--- src/rtl/mm_pkg.sv ---
// ----------------------------------------------------------------------------
// mm_pkg
// Shared types, codes and helpers for the dense matrix multiply block.
// ----------------------------------------------------------------------------
package mm_pkg;

	// Default sizing
	localparam int unsigned DEF_MAX_DIM   = 16;
	localparam int unsigned DEF_ELEM_BITS = 32;
	localparam int unsigned DEF_FRAC_BITS = 16;

	// Fixed port widths
	localparam int unsigned CFG_W = 5;   // dimension registers, also loop counters
	localparam int unsigned IDX_W = 4;   // row / column index ports
	localparam int unsigned VAL_W = 32;  // element / result value ports
	localparam int unsigned CMD_W = 2;
	localparam int unsigned REG_W = 2;   // config register index

	// Commands
	localparam logic [CMD_W-1:0] CMD_LOAD_A  = 2'd0;
	localparam logic [CMD_W-1:0] CMD_LOAD_B  = 2'd1;
	localparam logic [CMD_W-1:0] CMD_COMPUTE = 2'd2;

	// Config register indexes
	localparam logic [REG_W-1:0] REG_A_ROWS = 2'd0;
	localparam logic [REG_W-1:0] REG_A_COLS = 2'd1;
	localparam logic [REG_W-1:0] REG_B_ROWS = 2'd2;
	localparam logic [REG_W-1:0] REG_B_COLS = 2'd3;

	typedef enum logic [1:0] {
		ST_IDLE,
		ST_RUN,
		ST_DRAIN
	} mm_state_t;

	// Tag that travels with each multiply-accumulate beat
	typedef struct packed {
		logic             first;     // first term of a dot product
		logic             last_k;    // last term of a dot product
		logic [CFG_W-1:0] col;       // column of C
		logic             last_col;  // last column of the row
	} mm_tag_t;

	// Finished dot product, saturated
	typedef struct packed {
		logic             valid;
		logic [CFG_W-1:0] col;
		logic             last_col;
		logic             sat;
		logic [VAL_W-1:0] value;
	} mm_res_t;

	// Clamp a dimension register to 1 .. max_dim
	function automatic logic [CFG_W-1:0] eff_dim(input logic [CFG_W-1:0] v,
			input int unsigned max_dim);
		logic [CFG_W-1:0] r;
		r = v;
		if (v == '0) begin
			r = CFG_W'(1);
		end else if (int'(v) > int'(max_dim)) begin
			r = CFG_W'(max_dim);
		end
		return r;
	endfunction

endpackage

--- src/rtl/mm_mac.sv ---
// ----------------------------------------------------------------------------
// mm_mac
// Multiply-accumulate datapath: registered product, wide exact accumulator,
// then arithmetic shift by the fraction width and saturation.
// ----------------------------------------------------------------------------
module mm_mac import mm_pkg::*; #(
	parameter int unsigned ELEM_BITS = DEF_ELEM_BITS,
	parameter int unsigned FRAC_BITS = DEF_FRAC_BITS
) (
	input  logic                 clk,
	input  logic                 arst_n,
	input  logic                 in_valid,
	input  mm_tag_t              in_tag,
	input  logic [ELEM_BITS-1:0] a_elem,
	input  logic [ELEM_BITS-1:0] b_elem,
	output mm_res_t              res,
	output logic                 idle
);

	localparam int unsigned PROD_W = 2 * ELEM_BITS;
	localparam int unsigned ACC_W  = PROD_W + CFG_W;  // exact for up to 31 terms

	logic                     valid_s2;
	mm_tag_t                  tag_s2;
	logic signed [PROD_W-1:0] prod_s2;

	logic                     valid_s3;
	mm_tag_t                  tag_s3;
	logic signed [ACC_W-1:0]  acc_q;

	logic signed [ACC_W-1:0]  shifted;
	logic [ACC_W-ELEM_BITS:0] upper;
	logic                     fits;
	logic [ELEM_BITS-1:0]     value_e;

	// stage 2: product
	always_ff @(posedge clk or negedge arst_n) begin
		if (!arst_n) begin
			valid_s2 <= 1'b0;
		end else begin
			valid_s2 <= in_valid;
		end
	end

	always_ff @(posedge clk) begin
		tag_s2  <= in_tag;
		prod_s2 <= $signed(a_elem) * $signed(b_elem);
	end

	// stage 3: accumulate, restart on the first term
	always_ff @(posedge clk or negedge arst_n) begin
		if (!arst_n) begin
			valid_s3 <= 1'b0;
			acc_q    <= '0;
		end else begin
			valid_s3 <= valid_s2;
			if (valid_s2) begin
				acc_q <= (tag_s2.first ? ACC_W'(0) : acc_q) + ACC_W'(prod_s2);
			end
		end
	end

	always_ff @(posedge clk) begin
		tag_s3 <= tag_s2;
	end

	// shift out the fraction and clip to the element range
	always_comb begin
		shifted = acc_q >>> FRAC_BITS;
		upper   = shifted[ACC_W-1:ELEM_BITS-1];
		fits    = (&upper) | ~(|upper);
		if (fits) begin
			value_e = shifted[ELEM_BITS-1:0];
		end else if (acc_q[ACC_W-1]) begin
			value_e = {1'b1, {(ELEM_BITS-1){1'b0}}};
		end else begin
			value_e = {1'b0, {(ELEM_BITS-1){1'b1}}};
		end
	end

	assign res.valid    = valid_s3 && tag_s3.last_k;
	assign res.col      = tag_s3.col;
	assign res.last_col = tag_s3.last_col;
	assign res.sat      = !fits;
	assign res.value    = VAL_W'($signed(value_e));

	assign idle = !valid_s2 && !valid_s3;

endmodule

--- config.mk ---
export PLATFORM = sky130hd
export DESIGN_NAME = mm_mac
export DESIGN_NICKNAME = d
export VERILOG_FILES = /design/src/rtl/mm_pkg.sv /design/src/rtl/mm_mac.sv
export SDC_FILE = /design/constraint.sdc
export NUM_CORES = 2
export LEC_CHECK = 0
export ABC_AREA = 1
export BUFFER_PORTS_ARGS = -buffer_cell sky130_fd_sc_hd__clkbuf_2
export CAP_MARGIN = 10
export CORE_ASPECT_RATIO = 1.25
export CORE_MARGIN = 4
export CORE_UTILIZATION = 60
export DETAILED_ROUTE_END_ITERATION = 6
export PLACE_DENSITY = 0.8
export SLEW_MARGIN = 10
export SYNTH_ARGS = -nofsm -noshare
export SYNTH_HDL_FRONTEND = slang
export SYNTH_SLANG_ARGS = --single-unit
--- constraint.sdc ---
create_clock -name clk -period 4 [get_ports clk]
set_input_delay 0.8 -clock clk [delete_from_list [all_inputs] [get_ports clk]]
set_output_delay 0.8 -clock clk [all_outputs]
set_load 0.1 [all_outputs]
Word level (Yosys, flattened, before mapping):

Index checks and enable logic that the tools add are counted.

* $add $sub $neg: 1
* $mul: 1
* mux-type cells: 3
* bitwise gates (word level): 2
* reductions and logical operators: 7

Operators with widths (count)
* $add A69 B64 Y69: 1
* $mux W69: 1
* $mul A32 B32 Y64: 1
* $mux W32: 2
* $reduce_and A22 Y1: 1
* $reduce_or A22 Y1: 1
* $logic_not A1 Y1: 3
* $logic_and A1 B1 Y1: 2
* $not A1 Y1: 1
* $or A1 B1 Y1: 1

* register bits after elaboration: 150
* input bits: 75
* output and inout bits: 41
* logic and storage cells: 25

Depth between registers and ports, before layout:

* depth in word-level cells: 4
* mapped depth: 32
* depth with buffers taken out: 31

Worst setup path before layout:

OpenSTA, ideal clock, no wires.

* path type: input -> register
* start point: in a_elem[31]
* end point: reg prod_s2[60]
* setup time: 0.112 ns
* arrival: 7.385 ns
* required time: 3.888 ns
* slack: -3.498 ns
* cell stages on the path: 27
* buffers on the path: 1
* cells stage by stage: clkbuf_1 > nand2_1 > inv_1 > fa_1 > inv_1 > fa_1 > inv_1 > fa_1 > fa_1 > inv_1 > fa_1 > inv_1 > fa_1 > inv_1 > fa_1 > fa_1 > inv_1 > ha_1 > a21oi_1 > o21a_1 > o21ai_0 > a21oi_1 > o21ai_0 > a21oi_1 > nand2_1 > nand2_1 > nand2_1

* cells in the longest elaborated chain, start to end: 1

RTL lines
* start: declaration: RTL line mm_mac.sv:14 `input logic [ELEM_BITS-1:0] a_elem,`
* $mul A32 B32 Y64: RTL line mm_mac.sv:47 `prod_s2 <= $signed(a_elem) * $signed(b_elem);`
* end signal: assignment: RTL line mm_mac.sv:47
* end: declaration: RTL line mm_mac.sv:25 `logic signed [PROD_W-1:0] prod_s2;`

Every way passes these cells.
A chain may end at the register's enable or synchronous reset.

Final worst setup path:

* start point: in a_elem[31]
* end point: reg prod_s2[61]

Same word-level chain as after synthesis.

==> metrics <==
worst path required time 4370 ps; DR vias 47280; Hold Path Depth 0; endpoints failing setup 59; Mapped Cells 6616; Layout area overhead 27.42%; Synth Area in Compound Gates 0.04071; status complete, but fails checks; drt first pass iters 7; cell taking the most area after synthesis fa_1; Root Driver clkbuf_16; area share of the largest cell type after synthesis 0.4409; Multi-input gate area 41460 um^2; CTS buffer count 17; failing checks design-rule violations, negative setup slack; most used cell, CP fa_1; post-layout min period 7058 ps; Post-Synth Simple-Gate Area 0.2050; Yosys reg bits 150; clk sinks 150; FF-to-FF setup slack 560 ps; Slew Limit Fails 0; slew margin rel. 0.3713; Storage cell area 3361 um^2; main combinational cell family by area after synthesis adder cells; measured slew at the worst slew-check pin 943.1 ps; period utilization 1.765; R2R depth 14; clock latency on the worst-skew pair 470 ps; Placed Instances 8165; Top Family by Delay on Critical Path adder cells; routability cong. 1.041; crit path max fanout 8; Hold EP res[35]$_DFF_P_; share of cells above drive strength 1 0.2379; vias in the first global route 49930; Post-Layout Cell Count 8378; Slowest-stage cell, CP fa_2; unrepaired setup endpoints after global routing yes; CTS tree yes; mux cell area share after synthesis 0; core area 81390 um^2; Netlist cell types 45; largest net degree at the start of global routing 67; count leader, synth inv_1; IO Count 116; Horiz. Die Dim 264.1 um; Setup Skew 18.17 ps; final-report hold violation count 0; via/cell ratio 5.644; DR iter-0 viols 4238; most frequent cells after synthesis inv_1 (1949), nand2_1 (1830), fa_1 (1083); GRT Total Usage 0.3925; CP Buf/Inv Count 8; antenna violations before repair 4; Synth area leaders fa_1 (44%), inv_1 (15%), nand2_1 (14%); post-route DRC violation count 2; port bufs 115; WL final 188400 um; worst r2r dst acc_q[65]$_DFFE_PN0P_; EDFF count, synth 0; clock-pin slew on the worst setup and hold paths 80 ps; # hold bufs at CTS 0; Max Clock Freq 141.7 MHz; first-pass GRT wire length 265100 um; Synth Area per Inst 7.433 um^2; Max-cap violations 0; fraction of registers with async set/reset 0.4733; die area 86630 um^2; pre-CTS setup slack -3599 ps; initial core utilization 0.6042; Worst EP arrival 7430 ps; main flop type after synthesis dfxtp_1; Synth Net Count 8026; Fin Setup TNS -151870 ps; post-DR wirelength/cell 22.49 um; Die H 328.1 um; CTS max path bufs 2; min-delay worst type reg -> reg; YS warnings 0; slowest cell delay on critical path 730 ps; grt ovf 0; final worst slack -3058 ps; fillers 5184; reg2reg start tag_s2[7]$_DFF_P_; CTS H-tree lvls 4; Rows 117; Synth Area in Adders 0.5050; XOR/XNOR share of the synthesized area 0.01354; final net count 8704; netlist area before placement 49180 um^2; CP Class in -> reg; hold_sp tag_s2[2]$_DFF_P_; Finished Core Util 0.7698; Post-DP HPWL 137700 um; Critical Path End Type register; CP Launch Type input port; Antenna Nets Post-Route 0; Seq/Total Area, Yosys 0.06829
## state kept, by name, summed over array words and instances, names as in the netlist
signal	count
valid_s3	1
res	6
prod_s2	64
acc_q	69
tag_s3	1
valid_s2	1
tag_s2	8
## worst reg2reg max path: cells and delay by family (launching register included)
family / cells / cell delay, ps
buffers and inverters: 2 / 590
and+or+nand+nor: 11 / 1690
DFF: 1 / 630
adders and majority gates: 1 / 440
## metrics by stage
stage	hold WS (ps)	area, um^2
6_report	319.7	62660
5_1_grt	333.7	62660
4_1_cts	323.7	60220
3_5_place_dp	315.4	56860
3_3_place_gp	309.8	56860
2_1_floorplan	309.6	51200
## timing repair
action,in CTS,in global routing
resized for setup,552,453
endpoints found under the setup margin,59,59
setup buffers,72,97
pin swaps,224,331
cloned,3,17
## per-layer routing
| layer | routed length [um] | track usage | vias up | share of wire |
|---|---|---|---|---|
| met5 | 37 | 0 | - | 0.00020 |
| met4 | 21000 | 0.2567 | 2 | 0.11 |
| met3 | 17810 | 0.05903 | 1324 | 0.095 |
| met2 | 91070 | 0.6975 | 3095 | 0.48 |
| met1 | 58500 | 0.4388 | 22800 | 0.31 |
| li1 | - | - | 20070 | - |
## cell usage in the layout, fill, tap and decap left out, types with 84 or more instances in the layout
| master | Yosys | routed |
|---|---|---|
| nand3_1 | 137 | 114 |
| inv_1 | 1949 | 1784 |
| nand2_1 | 1830 | 1689 |
| nand2_2 | 19 | 87 |
| nor2_1 | 373 | 282 |
| a21oi_1 | 155 | 84 |
| buf_4 | 6 | 564 |
| buf_12 | 0 | 85 |
| fa_2 | 0 | 100 |
| inv_2 | 11 | 164 |
| buf_6 | 0 | 107 |
| ha_1 | 252 | 174 |
| fa_1 | 1083 | 983 |
## logic make-up after synthesis
| family | after synthesis |
|---|---|
| buffers and inverters | 2187 |
| AO/OA/AOI/OAI | 363 |
| AND/OR/NAND/NOR | 2505 |
| XOR/XNOR | 76 |
| adder cells (fa/ha/maj) | 1335 |
| flip-flops | 150 |
## worst max path at each step
stage / startpoint / to / slack [ps] / cells after the start
floorplan: a_elem[31] / prod_s2[63]$_DFF_P_ / -3200 / 25
global placement: a_elem[31] / prod_s2[61]$_DFF_P_ / -3480 / 30
detailed placement: a_elem[31] / prod_s2[61]$_DFF_P_ / -3600 / 27
CTS: a_elem[31] / prod_s2[61]$_DFF_P_ / -2870 / 28
global route: a_elem[31] / prod_s2[61]$_DFF_P_ / -3210 / 26
finish: a_elem[31] / prod_s2[61]$_DFF_P_ / -3060 / 25
## area by class of cell
| cell class | count | share of cell area |
|---|---|---|
| inverters | 1960 | 0.1179 |
| clock buffers | 18 | 0.007188 |
| multi-input cells | 4279 | 0.6617 |
| flip-flops and latches | 150 | 0.05363 |
| diodes | 1 | 0.00003994 |
| clock inverters | 13 | 0.002097 |
| well taps | 1071 | 0.02139 |
| repair buffers | 886 | 0.1360 |
Power is not shown: default switching activity piles up to over one toggle a cycle in this logic, so the estimate is an artifact.
